===== src/rtl/periodic_schedule_table_core_assert.svh =====
// ----------------------------------------------------------------------------
// Assertion macros for the periodic schedule table core
// Implication checks on the rising clock edge, disabled while in reset.
// ----------------------------------------------------------------------------
`ifndef PERIODIC_SCHEDULE_TABLE_CORE_ASSERT_SVH
`define PERIODIC_SCHEDULE_TABLE_CORE_ASSERT_SVH
`ifndef SYNTH
`define PST_ASSERT_IMPLY(lbl, clk, rst, a, b, msg) \
   lbl: assert property (@(posedge clk) disable iff (rst) (a) |-> (b)) else $error(msg);
`define PST_ASSERT_NEXT(lbl, clk, rst, a, b, msg) \
   lbl: assert property (@(posedge clk) disable iff (rst) (a) |=> (b)) else $error(msg);
`else
`define PST_ASSERT_IMPLY(lbl, clk, rst, a, b, msg)
`define PST_ASSERT_NEXT(lbl, clk, rst, a, b, msg)
`endif
`endif


===== src/rtl/pst_pkg.sv =====
// ----------------------------------------------------------------------------
// Periodic schedule table package
// Shared constants, command and status types for the schedule table core.
// ----------------------------------------------------------------------------
package pst_pkg;

   localparam int TABLE_DEPTH_DEFAULT = 16;
   localparam int MAX_RESULTS         = 16;
   localparam int RESULT_COUNT_WIDTH  = 5;
   localparam int CSR_INDEX_WIDTH     = 4;
   localparam int CSR_DATA_WIDTH      = 16;

   localparam logic [CSR_INDEX_WIDTH-1:0] CSR_TIME_BASE    = 4'd0;
   localparam logic [CSR_INDEX_WIDTH-1:0] CSR_PERIOD_UNITS = 4'd1;

   localparam logic [15:0] TIME_BASE_RESET    = 16'd1;
   localparam logic [15:0] PERIOD_UNITS_RESET = 16'd0;

   typedef enum logic [1:0] {
      OP_INSERT = 2'd0,
      OP_START  = 2'd1,
      OP_STOP   = 2'd2,
      OP_TICK   = 2'd3
   } op_type;

   typedef enum logic [1:0] {
      RUN_STOPPED  = 2'd0,
      RUN_PERIODIC = 2'd1,
      RUN_FOREVER  = 2'd2
   } run_type;

   typedef enum logic [3:0] {
      ST_IDLE,
      ST_INS_CHK,
      ST_INS_RD,
      ST_INS_CMP,
      ST_INS_PUT,
      ST_TK_TEST,
      ST_TK_CMP,
      ST_TK_END
   } state_type;

   typedef struct packed {
      op_type      op;
      logic [31:0] now_ms;
      logic [15:0] offset_units;
      logic [7:0]  action_id;
      logic [15:0] repeat_count;
   } cmd_type;

   typedef struct packed {
      logic [31:0] offset;
      logic [7:0]  action;
   } entry_type;

   typedef struct packed {
      state_type state;
      logic      pend_valid;
   } back_status_type;

endpackage


===== src/rtl/pst_front.sv =====
// ----------------------------------------------------------------------------
// Schedule table front end
// Accepts request transfers, decodes the mode and queues commands.
// ----------------------------------------------------------------------------
module pst_front (
   input  logic             clock,
   input  logic             reset,
   input  logic             req_valid,
   output logic             req_ready,
   input  logic [1:0]       req_mode,
   input  logic [31:0]      req_now_ms,
   input  logic [15:0]      req_offset_units,
   input  logic [7:0]       req_action_id,
   input  logic [15:0]      req_repeat_count,
   output logic             q_valid,
   input  logic             q_pop,
   output pst_pkg::cmd_type q_cmd
);

   localparam int QUEUE_DEPTH = 2;

   pst_pkg::cmd_type cmd_in;
   pst_pkg::cmd_type queue_ff [QUEUE_DEPTH];
   logic             wr_ptr_ff, wr_ptr_in;
   logic             rd_ptr_ff, rd_ptr_in;
   logic [1:0]       fill_ff, fill_in;
   logic             push;

   always_comb begin
      cmd_in = '0;
      case (req_mode)
         pst_pkg::OP_INSERT: begin
            cmd_in.op           = pst_pkg::OP_INSERT;
            cmd_in.offset_units = req_offset_units;
            cmd_in.action_id    = req_action_id;
         end
         pst_pkg::OP_START: begin
            cmd_in.op           = pst_pkg::OP_START;
            cmd_in.now_ms       = req_now_ms;
            cmd_in.repeat_count = req_repeat_count;
         end
         pst_pkg::OP_STOP: begin
            cmd_in.op = pst_pkg::OP_STOP;
         end
         pst_pkg::OP_TICK: begin
            cmd_in.op     = pst_pkg::OP_TICK;
            cmd_in.now_ms = req_now_ms;
         end
         default: begin
            cmd_in.op = pst_pkg::OP_STOP;
         end
      endcase
   end

   assign req_ready = (fill_ff != 2'(QUEUE_DEPTH));
   assign push      = req_valid && req_ready;
   assign q_valid   = (fill_ff != 2'd0);
   assign q_cmd     = queue_ff[rd_ptr_ff];

   always_comb begin
      wr_ptr_in = push ? ~wr_ptr_ff : wr_ptr_ff;
      rd_ptr_in = q_pop ? ~rd_ptr_ff : rd_ptr_ff;
      fill_in   = fill_ff;
      if (push && !q_pop) begin
         fill_in = fill_ff + 2'd1;
      end else if (!push && q_pop) begin
         fill_in = fill_ff - 2'd1;
      end
   end

   always_ff @(posedge clock) begin
      if (push) begin
         queue_ff[wr_ptr_ff] <= cmd_in;
      end
   end

   always_ff @(posedge clock) begin
      if (reset) begin
         wr_ptr_ff <= 1'b0;
         rd_ptr_ff <= 1'b0;
         fill_ff   <= 2'd0;
      end else begin
         wr_ptr_ff <= wr_ptr_in;
         rd_ptr_ff <= rd_ptr_in;
         fill_ff   <= fill_in;
      end
   end

endmodule


===== src/rtl/pst_back.sv =====
// ----------------------------------------------------------------------------
// Schedule table back end
// Executes queued commands against the sorted table memory and drives the
// registered result channel.
// ----------------------------------------------------------------------------
module pst_back #(
   parameter int TABLE_DEPTH = pst_pkg::TABLE_DEPTH_DEFAULT
) (
   input  logic                     clock,
   input  logic                     reset,
   input  logic [15:0]              time_base,
   input  logic [15:0]              period_units,
   input  logic                     q_valid,
   output logic                     q_pop,
   input  pst_pkg::cmd_type         q_cmd,
   output logic                     rsp_valid,
   input  logic                     rsp_ready,
   output logic [7:0]               rsp_fired_action,
   output logic                     rsp_last_fired,
   output pst_pkg::back_status_type status
);

   localparam int CW = $clog2(TABLE_DEPTH + 1);
   localparam int AW = (TABLE_DEPTH > 1) ? $clog2(TABLE_DEPTH) : 1;
   localparam int NW = pst_pkg::RESULT_COUNT_WIDTH;

   pst_pkg::entry_type entry_mem [TABLE_DEPTH];
   pst_pkg::entry_type rd_data_ff;
   pst_pkg::entry_type mem_wdata;
   logic               mem_we;
   logic [AW-1:0]      mem_waddr;
   logic [AW-1:0]      mem_raddr;

   pst_pkg::state_type state_ff, state_in;
   pst_pkg::run_type   run_ff, run_in;
   logic [CW-1:0]      count_ff, count_in;
   logic [CW-1:0]      next_ff, next_in;
   logic [CW-1:0]      pos_ff, pos_in;
   logic [CW-1:0]      pos_m1;
   logic [31:0]        origin_ff, origin_in;
   logic [15:0]        left_ff, left_in;
   logic [15:0]        left_dec;
   logic [31:0]        off_ff, off_in;
   logic [7:0]         id_ff, id_in;
   logic [31:0]        elapsed_ff, elapsed_in;
   logic [31:0]        per_ff;
   logic [NW-1:0]      n_ff, n_in;
   logic               pend_valid_ff, pend_valid_in;
   logic [7:0]         pend_act_ff, pend_act_in;
   logic               rsp_valid_ff, rsp_valid_in;
   logic [7:0]         rsp_act_ff, rsp_act_in;
   logic               rsp_last_ff, rsp_last_in;
   logic               slot_free;
   logic               due;
   logic               shift;

   assign slot_free = !rsp_valid_ff || rsp_ready;
   assign due       = (elapsed_ff >= rd_data_ff.offset);
   assign shift     = (rd_data_ff.offset > off_ff);
   assign pos_m1    = pos_ff - CW'(1);
   assign left_dec  = left_ff - 16'd1;

   always_comb begin
      state_in = state_ff;
      case (state_ff)
         pst_pkg::ST_IDLE: begin
            if (q_valid) begin
               if (q_cmd.op == pst_pkg::OP_INSERT) begin
                  state_in = pst_pkg::ST_INS_CHK;
               end else if (q_cmd.op == pst_pkg::OP_TICK && run_ff != pst_pkg::RUN_STOPPED) begin
                  state_in = pst_pkg::ST_TK_TEST;
               end
            end
         end
         pst_pkg::ST_INS_CHK: begin
            if (count_ff >= CW'(TABLE_DEPTH) || off_ff > per_ff) begin
               state_in = pst_pkg::ST_IDLE;
            end else if (count_ff == '0) begin
               state_in = pst_pkg::ST_INS_PUT;
            end else begin
               state_in = pst_pkg::ST_INS_RD;
            end
         end
         pst_pkg::ST_INS_RD: begin
            state_in = pst_pkg::ST_INS_CMP;
         end
         pst_pkg::ST_INS_CMP: begin
            if (shift) begin
               state_in = (pos_m1 == '0) ? pst_pkg::ST_INS_PUT : pst_pkg::ST_INS_RD;
            end else begin
               state_in = pst_pkg::ST_IDLE;
            end
         end
         pst_pkg::ST_INS_PUT: begin
            state_in = pst_pkg::ST_IDLE;
         end
         pst_pkg::ST_TK_TEST: begin
            if (n_ff < NW'(pst_pkg::MAX_RESULTS) && next_ff < count_ff) begin
               state_in = pst_pkg::ST_TK_CMP;
            end else begin
               state_in = pst_pkg::ST_TK_END;
            end
         end
         pst_pkg::ST_TK_CMP: begin
            if (!due) begin
               state_in = pst_pkg::ST_TK_END;
            end else if (!pend_valid_ff || slot_free) begin
               state_in = pst_pkg::ST_TK_TEST;
            end
         end
         pst_pkg::ST_TK_END: begin
            if (!pend_valid_ff || slot_free) begin
               state_in = pst_pkg::ST_IDLE;
            end
         end
         default: begin
            state_in = pst_pkg::ST_IDLE;
         end
      endcase
   end

   always_comb begin
      q_pop         = 1'b0;
      run_in        = run_ff;
      count_in      = count_ff;
      next_in       = next_ff;
      pos_in        = pos_ff;
      origin_in     = origin_ff;
      left_in       = left_ff;
      off_in        = off_ff;
      id_in         = id_ff;
      elapsed_in    = elapsed_ff;
      n_in          = n_ff;
      pend_valid_in = pend_valid_ff;
      pend_act_in   = pend_act_ff;
      rsp_valid_in  = rsp_valid_ff && !rsp_ready;
      rsp_act_in    = rsp_act_ff;
      rsp_last_in   = rsp_last_ff;
      mem_we        = 1'b0;
      mem_waddr     = pos_ff[AW-1:0];
      mem_wdata     = '{offset: off_ff, action: id_ff};
      mem_raddr     = next_ff[AW-1:0];
      case (state_ff)
         pst_pkg::ST_IDLE: begin
            if (q_valid) begin
               q_pop = 1'b1;
               case (q_cmd.op)
                  pst_pkg::OP_INSERT: begin
                     off_in = {16'd0, q_cmd.offset_units} * {16'd0, time_base};
                     id_in  = q_cmd.action_id;
                     pos_in = count_ff;
                  end
                  pst_pkg::OP_START: begin
                     origin_in = q_cmd.now_ms;
                     next_in   = '0;
                     left_in   = q_cmd.repeat_count;
                     run_in    = (q_cmd.repeat_count != 16'd0) ? pst_pkg::RUN_PERIODIC
                                                               : pst_pkg::RUN_FOREVER;
                  end
                  pst_pkg::OP_STOP: begin
                     run_in = pst_pkg::RUN_STOPPED;
                  end
                  pst_pkg::OP_TICK: begin
                     elapsed_in = q_cmd.now_ms - origin_ff;
                     n_in       = '0;
                  end
                  default: begin
                     run_in = run_ff;
                  end
               endcase
            end
         end
         pst_pkg::ST_INS_RD: begin
            mem_raddr = pos_m1[AW-1:0];
         end
         pst_pkg::ST_INS_CMP: begin
            mem_we = 1'b1;
            if (shift) begin
               mem_wdata = rd_data_ff;
               pos_in    = pos_m1;
            end else begin
               count_in = count_ff + CW'(1);
            end
         end
         pst_pkg::ST_INS_PUT: begin
            mem_we   = 1'b1;
            count_in = count_ff + CW'(1);
         end
         pst_pkg::ST_TK_CMP: begin
            if (due && (!pend_valid_ff || slot_free)) begin
               if (pend_valid_ff) begin
                  rsp_valid_in = 1'b1;
                  rsp_act_in   = pend_act_ff;
                  rsp_last_in  = 1'b0;
               end
               pend_valid_in = 1'b1;
               pend_act_in   = rd_data_ff.action;
               next_in       = next_ff + CW'(1);
               n_in          = n_ff + NW'(1);
            end
         end
         pst_pkg::ST_TK_END: begin
            if (!pend_valid_ff || slot_free) begin
               if (pend_valid_ff) begin
                  rsp_valid_in  = 1'b1;
                  rsp_act_in    = pend_act_ff;
                  rsp_last_in   = 1'b1;
                  pend_valid_in = 1'b0;
               end
               if (next_ff >= count_ff) begin
                  next_in = '0;
                  if (run_ff == pst_pkg::RUN_FOREVER) begin
                     origin_in = origin_ff + per_ff;
                  end else begin
                     left_in = left_dec;
                     if (left_dec != 16'd0) begin
                        origin_in = origin_ff + per_ff;
                     end else begin
                        run_in = pst_pkg::RUN_STOPPED;
                     end
                  end
               end
            end
         end
         default: begin
            mem_we = 1'b0;
         end
      endcase
   end

   always_ff @(posedge clock) begin
      if (mem_we) begin
         entry_mem[mem_waddr] <= mem_wdata;
      end
      rd_data_ff <= entry_mem[mem_raddr];
   end

   always_ff @(posedge clock) begin
      per_ff     <= {16'd0, period_units} * {16'd0, time_base};
      pos_ff     <= pos_in;
      off_ff     <= off_in;
      id_ff      <= id_in;
      elapsed_ff <= elapsed_in;
      n_ff       <= n_in;
      pend_act_ff <= pend_act_in;
      rsp_act_ff  <= rsp_act_in;
      rsp_last_ff <= rsp_last_in;
   end

   always_ff @(posedge clock) begin
      if (reset) begin
         state_ff      <= pst_pkg::ST_IDLE;
         run_ff        <= pst_pkg::RUN_STOPPED;
         count_ff      <= '0;
         next_ff       <= '0;
         origin_ff     <= 32'd0;
         left_ff       <= 16'd0;
         pend_valid_ff <= 1'b0;
         rsp_valid_ff  <= 1'b0;
      end else begin
         state_ff      <= state_in;
         run_ff        <= run_in;
         count_ff      <= count_in;
         next_ff       <= next_in;
         origin_ff     <= origin_in;
         left_ff       <= left_in;
         pend_valid_ff <= pend_valid_in;
         rsp_valid_ff  <= rsp_valid_in;
      end
   end

   assign rsp_valid         = rsp_valid_ff;
   assign rsp_fired_action  = rsp_act_ff;
   assign rsp_last_fired    = rsp_last_ff;
   assign status.state      = state_ff;
   assign status.pend_valid = pend_valid_ff;

endmodule


===== src/rtl/periodic_schedule_table_core.sv =====
// ----------------------------------------------------------------------------
// Periodic schedule table core
// Sorted table of timed actions replayed once per period, with a front end
// that queues commands and a back end that walks the table memory.
// ----------------------------------------------------------------------------
// A front end takes one request transfer per cycle, while its queue is not
// full, into a two-entry command queue, and a back end executes the commands
// one at a time against a table memory with one write port and a registered
// read port. Start, stop and a tick while stopped are handled in the idle
// state. An insert is dropped when the table is full or its scaled offset is
// past the period; any other is written after every entry with a larger
// offset has moved up one slot to make room. A tick on a running table fires
// the due actions in table order, with a cap of 16 actions per tick, and ends
// on an entry that is not yet due or at the end of the table; each table read
// passes through the memory's read register before it is compared. The last
// fired action is held until the walk ends, and results leave through an
// output register, so the walk stalls only while a held result waits behind
// a full output register. Configuration writes are always accepted.
// ----------------------------------------------------------------------------
`include "periodic_schedule_table_core_assert.svh"

module periodic_schedule_table_core #(
   parameter int TABLE_DEPTH = pst_pkg::TABLE_DEPTH_DEFAULT
) (
   input  logic                                 clock,
   input  logic                                 reset,
   input  logic                                 req_valid,
   output logic                                 req_ready,
   input  logic [1:0]                           req_mode,
   input  logic [31:0]                          req_now_ms,
   input  logic [15:0]                          req_offset_units,
   input  logic [7:0]                           req_action_id,
   input  logic [15:0]                          req_repeat_count,
   output logic                                 rsp_valid,
   input  logic                                 rsp_ready,
   output logic [7:0]                           rsp_fired_action,
   output logic                                 rsp_last_fired,
   input  logic                                 csr_valid,
   output logic                                 csr_ready,
   input  logic [pst_pkg::CSR_INDEX_WIDTH-1:0]  csr_index,
   input  logic [pst_pkg::CSR_DATA_WIDTH-1:0]   csr_wdata
);

   logic [15:0]              time_base_ff, time_base_in;
   logic [15:0]              period_units_ff, period_units_in;
   logic                     q_valid;
   logic                     q_pop;
   pst_pkg::cmd_type         q_cmd;
   pst_pkg::back_status_type back_status;

   assign csr_ready = 1'b1;

   always_comb begin
      time_base_in    = time_base_ff;
      period_units_in = period_units_ff;
      if (csr_valid) begin
         case (csr_index)
            pst_pkg::CSR_TIME_BASE:    time_base_in    = csr_wdata;
            pst_pkg::CSR_PERIOD_UNITS: period_units_in = csr_wdata;
            default: begin
               time_base_in = time_base_ff;
            end
         endcase
      end
   end

   always_ff @(posedge clock) begin
      if (reset) begin
         time_base_ff    <= pst_pkg::TIME_BASE_RESET;
         period_units_ff <= pst_pkg::PERIOD_UNITS_RESET;
      end else begin
         time_base_ff    <= time_base_in;
         period_units_ff <= period_units_in;
      end
   end

   pst_front u_front (
      .clock            (clock),
      .reset            (reset),
      .req_valid        (req_valid),
      .req_ready        (req_ready),
      .req_mode         (req_mode),
      .req_now_ms       (req_now_ms),
      .req_offset_units (req_offset_units),
      .req_action_id    (req_action_id),
      .req_repeat_count (req_repeat_count),
      .q_valid          (q_valid),
      .q_pop            (q_pop),
      .q_cmd            (q_cmd)
   );

   pst_back #(
      .TABLE_DEPTH (TABLE_DEPTH)
   ) u_back (
      .clock            (clock),
      .reset            (reset),
      .time_base        (time_base_ff),
      .period_units     (period_units_ff),
      .q_valid          (q_valid),
      .q_pop            (q_pop),
      .q_cmd            (q_cmd),
      .rsp_valid        (rsp_valid),
      .rsp_ready        (rsp_ready),
      .rsp_fired_action (rsp_fired_action),
      .rsp_last_fired   (rsp_last_fired),
      .status           (back_status)
   );

   `PST_ASSERT_NEXT(a_accept_queued, clock, reset, req_valid && req_ready, q_valid, "accepted request not queued")
   `PST_ASSERT_IMPLY(a_idle_no_pending, clock, reset, back_status.state == pst_pkg::ST_IDLE, !back_status.pend_valid, "pending result left over in idle")
   `PST_ASSERT_IMPLY(a_result_from_tick, clock, reset, $rose(rsp_valid), $past(back_status.state) == pst_pkg::ST_TK_CMP || $past(back_status.state) == pst_pkg::ST_TK_END, "result outside a tick")

endmodule


===== config.mk =====
export PLATFORM = sky130hd
export DESIGN_NAME = periodic_schedule_table_core
export DESIGN_NICKNAME = d
export VERILOG_FILES = /design/src/rtl/pst_pkg.sv /design/src/rtl/pst_front.sv /design/src/rtl/pst_back.sv /design/src/rtl/periodic_schedule_table_core.sv
export VERILOG_INCLUDE_DIRS = /design/src /design/src/rtl
export SDC_FILE = /design/constraint.sdc
export NUM_CORES = 2
export LEC_CHECK = 0
export ABC_CLOCK_PERIOD_IN_PS = 10260
export BUFFER_PORTS_ARGS = -buffer_cell sky130_fd_sc_hd__buf_2
export CAP_MARGIN = 20
export CORE_AREA = 2 2 268 376
export CTS_BUF_LIST = sky130_fd_sc_hd__clkbuf_16
export CTS_CLUSTER_SIZE = 10
export DETAILED_ROUTE_END_ITERATION = 10
export DIE_AREA = 0 0 270 378
export HOLD_SLACK_MARGIN = 0.08
export PLACE_DENSITY = 0.84
export SLEW_MARGIN = 5
export SYNTH_ARGS = -nofsm -noshare
export SYNTH_HDL_FRONTEND = slang
export SYNTH_SLANG_ARGS = --single-unit
export TNS_END_PERCENT = 20

===== constraint.sdc =====
create_clock -name clock -period 10.26 [get_ports clock]
set_input_delay 0.513 -clock clock [delete_from_list [all_inputs] [get_ports clock]]
set_output_delay 0.513 -clock clock [all_outputs]
set_load 0.005 [all_outputs]

==> results.toml <==
[timing]
max_freq_ghz = 0.125
final.period_utilization = 0.777
setup_viol = 0
slew_violations = 0
fin_setup_tns_ps = 0
tightest_slew_ps = 1090
setup_slack_ps = 2290
relSlewSlack = 0.270
hold_viol_final = 0
rsz0062_at_grt = "false"
finClkSkew_ps = 69.3
min_period_ps = 7970

[critical_path]
r2r_slack_ps = 2290
cp_max_fo = 35
reg2reg_to = "u_back.off_ff[25]"
crit_arrival_ps = 8400
crit_required_ps = 10690
critPathMostFrequentCell = "fa_1"
reg2regPathDepth = 23
critPathBufInv = 5
cp_top_family = "adder cells"
worstSetupPathType = "reg2reg"
crit_chain = "buf_4 -> mux2_2 -> and2_1 -> fa_1 -> inv_1 -> fa_1 -> fa_1 -> inv_1 -> fa_1 -> fa_1 -> inv_1 -> fa_1 -> inv_1 -> ha_1 -> a21o_1 -> a21o_1 -> a21o_1 -> a31oi_1 -> o21bai_1 -> a2111oi_1 -> o41ai_1 -> a21oi_1 -> xnor2_1"
max_stage_delay_ps = 710
end_kind = "flip-flop"
cp-start-kind = "flip-flop"
crit_slowest_cell = "a2111oi_1"

[detailed_routing]
ant_nets = 0
post_drt_via_cell_ratio = 6.25
vias = 41138
wire_per_inst_um = 24.4
firstDrtPassIters = 6
drc = 0
routed_wl_um = 161000
drt_iter0_drc = 3649

[global_routing]
first_global_vias = 42816
grt.overflow.total = 0
grt_pass1_wl_um = 244000
grt_use_total = 0.318
grt_antenna_before_repair = 4
grt_max_degree = 132

[clock_network]
ctsResizeCount = 0
cts_tree = "yes"
clk_pin_slew_worst_paths_ps = 60
cts_made_buffers = 118
cts_setup_buffers = 0
clockBufferDepth = 3
root_buffer = "clkbuf_16"
cts_max_level = 3
clkLatencyLatePin_ps = 750
cts_sinks = 1061

[floorplanning]
row_count = 137
die_area_mm2 = 0.102
ioPinCount = 111
fp.dieW_um = 270
core_mm2 = 0.0989
die_h_um = 378
start_util = 0.636

[placed_design]
post-place-ws_ps = 2570
portBuffers = 109
hpwl_um = 103000
placed_area_mm2 = 0.0651
gp_congestion = 0.950

[min_path]
hold_class = "in2reg"
hold_path_depth = 2
hold_end = "u_front.queue_ff[0][66]"
worstHoldStart = "req_now_ms[26]"

[synthesis]
synth_compound_gate_area_share = 0.0727
synth_edf_count = 887
synthArstFlopShare = 0
synth_top_flop_cell = "edfxtp_1"
synth_area_mm2 = 0.0629
yosys.area_share.xor_xnor = 0.0171
yosys_warnings = 0
yosysSeqAreaShare = 0.479
syn-num-nets = 5891
synth_mux_area_frac = 0.0822
syn_inst = 5016
synth_adder_area_share = 0.201
ys_types = 93
syn_avg_cell_area_um2 = 12.5
synth-seq-cells = 1061
synth_top_family_by_area = "adder cells"
post_synth_and_or_nand_nor_area_fraction = 0.0968

[power_and_ir_drop]
leakage_uw = 0.0285
totalPowerFinal_uw = 13100
powerDensity_mw_per_mm2 = 191
ir_worst_vdd_mv = 0.171

[cells_and_area]
syn2layout_area_growth_pct = 9.60
nNetsFinal = 6028
utilization = 0.697
fin_area_mm2 = 0.0689
drive_above_1_share = 0.119

[outcome]
outcome = "finished clean"

[flow_run]
maxCapViolations = 0
-- worst max path at each step --
stage,endpoint,slack (ps),cells after the start
floorplan,u_back.off_ff[31],2690,27
global placement,u_back.off_ff[25],2710,23
detailed placement,u_back.off_ff[25],2570,23
CTS,u_back.off_ff[25],2500,23
global route,u_back.off_ff[25],2070,23
finish,u_back.off_ff[25],2290,23
-- cells in the final DEF (no fill, tap or decap), types with 24 or more instances in the layout --
master	n
edfxtp_1	887
inv_1	698
nand2_1	478
fa_1	390
ha_1	386
and2_1	328
a21oi_1	219
dfxtp_1	173
mux4_2	160
nor2_1	128
o21ai_0	126
clkbuf_16	120
buf_2	108
a21o_1	101
buf_4	91
xnor2_1	83
mux2i_1	83
a211oi_1	71
mux2_2	64
nor2b_1	64
nand3_1	45
xor2_1	40
dlygate4sd3_1	34
nand4_1	32
nor3_1	24
-- Yosys cell counts (23+ instances only) --
| library cell | number | area (µm²) |
|---|---|---|
| a21oi_1 | 221 | 1110 |
| o21ai_0 | 128 | 641 |
| nand2_1 | 478 | 1790 |
| clkbuf_1 | 160 | 601 |
| nand3_1 | 46 | 230 |
| mux4_2 | 160 | 3600 |
| nor2_1 | 143 | 537 |
| and2_1 | 328 | 2050 |
| inv_1 | 609 | 2290 |
| mux2i_1 | 83 | 831 |
| nor2b_1 | 64 | 400 |
| xnor2_1 | 83 | 727 |
| and3_1 | 23 | 144 |
| nand4_1 | 32 | 200 |
| fa_1 | 390 | 7810 |
| dfxtp_1 | 174 | 3480 |
| mux2_2 | 64 | 721 |
| ha_1 | 386 | 4830 |
| nor3_1 | 28 | 140 |
| a211oi_1 | 71 | 533 |
| xor2_1 | 40 | 350 |
| buf_2 | 35 | 175 |
| edfxtp_1 | 887 | 26600 |
| a21o_1 | 101 | 758 |
-- through the flow --
stage	instances	hold WS (ps)
after floorplan	5016	400
after global routing	6577	113
after global placement	6315	405
after detailed placement	6317	405
after CTS	6573	80.1
final	6578	104
-- worst reg2reg max path, cell delays in order, from the launching register on --
cell,delay [ps]
dfxtp_4,530
buf_4,520
mux2_2,560
and2_1,230
fa_1,490
inv_1,50
fa_1,470
fa_1,520
inv_1,60
fa_1,480
fa_1,490
inv_1,50
fa_1,470
inv_1,40
ha_1,360
a21o_1,210
a21o_1,180
a21o_1,170
a31oi_1,390
o21bai_1,180
a2111oi_1,710
o41ai_1,190
a21oi_1,220
xnor2_1,90
-- routing by layer --
layer  GRT usage  share of wire  wire length, µm  vias up
li1            -              -                -    17803
met1       0.360           0.34            54600    20594
met2       0.556           0.51            81400     2138
met3      0.0536          0.080            12800      603
met4       0.209          0.073            11700        0
met5           0              0                0        -
-- kinds of logic after synthesis --
| family | count (synthesis) |
|---|---|
| compound gates | 699 |
| simple gates | 1218 |
| fa+ha+maj | 776 |
| buf+inv | 830 |
| flops | 1061 |
| mux | 308 |
| xor+xnor | 123 |
| other cells | 1 |
-- state kept, by name, summed over array words and instances (netlist names), 16 cells and up, named ones only --
| signal | count |
|---|---|
| u_back.per_ff | 32 |
| u_back.rd_data_ff | 40 |
| u_back.origin_ff | 32 |
| u_front.queue_ff | 148 |
| u_back.entry_mem | 640 |
| u_back.elapsed_ff | 32 |
| period_units_ff | 16 |
| u_back.left_ff | 16 |
| time_base_ff | 16 |
| u_back.off_ff | 32 |
-- power breakdown --
| part | internal [µW] | total [µW] | switching (µW) | leakage, µW |
|---|---|---|---|---|
| clock | 2100 | 3820 | 1720 | 0.00203 |
| combinational | 1550 | 3830 | 2280 | 0.0169 |
| sequential | 5200 | 5480 | 280 | 0.00952 |
-- final cells by class --
cell class	count	area [µm²]
antenna	3	7.51
clock buffer	120	3000
clock inverter	102	495
fill	6509	30000
inverter	610	2290
multi-input combinational	3125	29700
sequential	1061	30100
tap	1320	1650
timing repair buffer	237	1640
-- timing repair --
item | 4_1_cts | 5_1_grt
hold buffers | 34 | 0
endpoints found under the setup margin | 0 | 0
endpoints found under the hold margin | 66 | 0
Power figures use the tool's default switching activity.
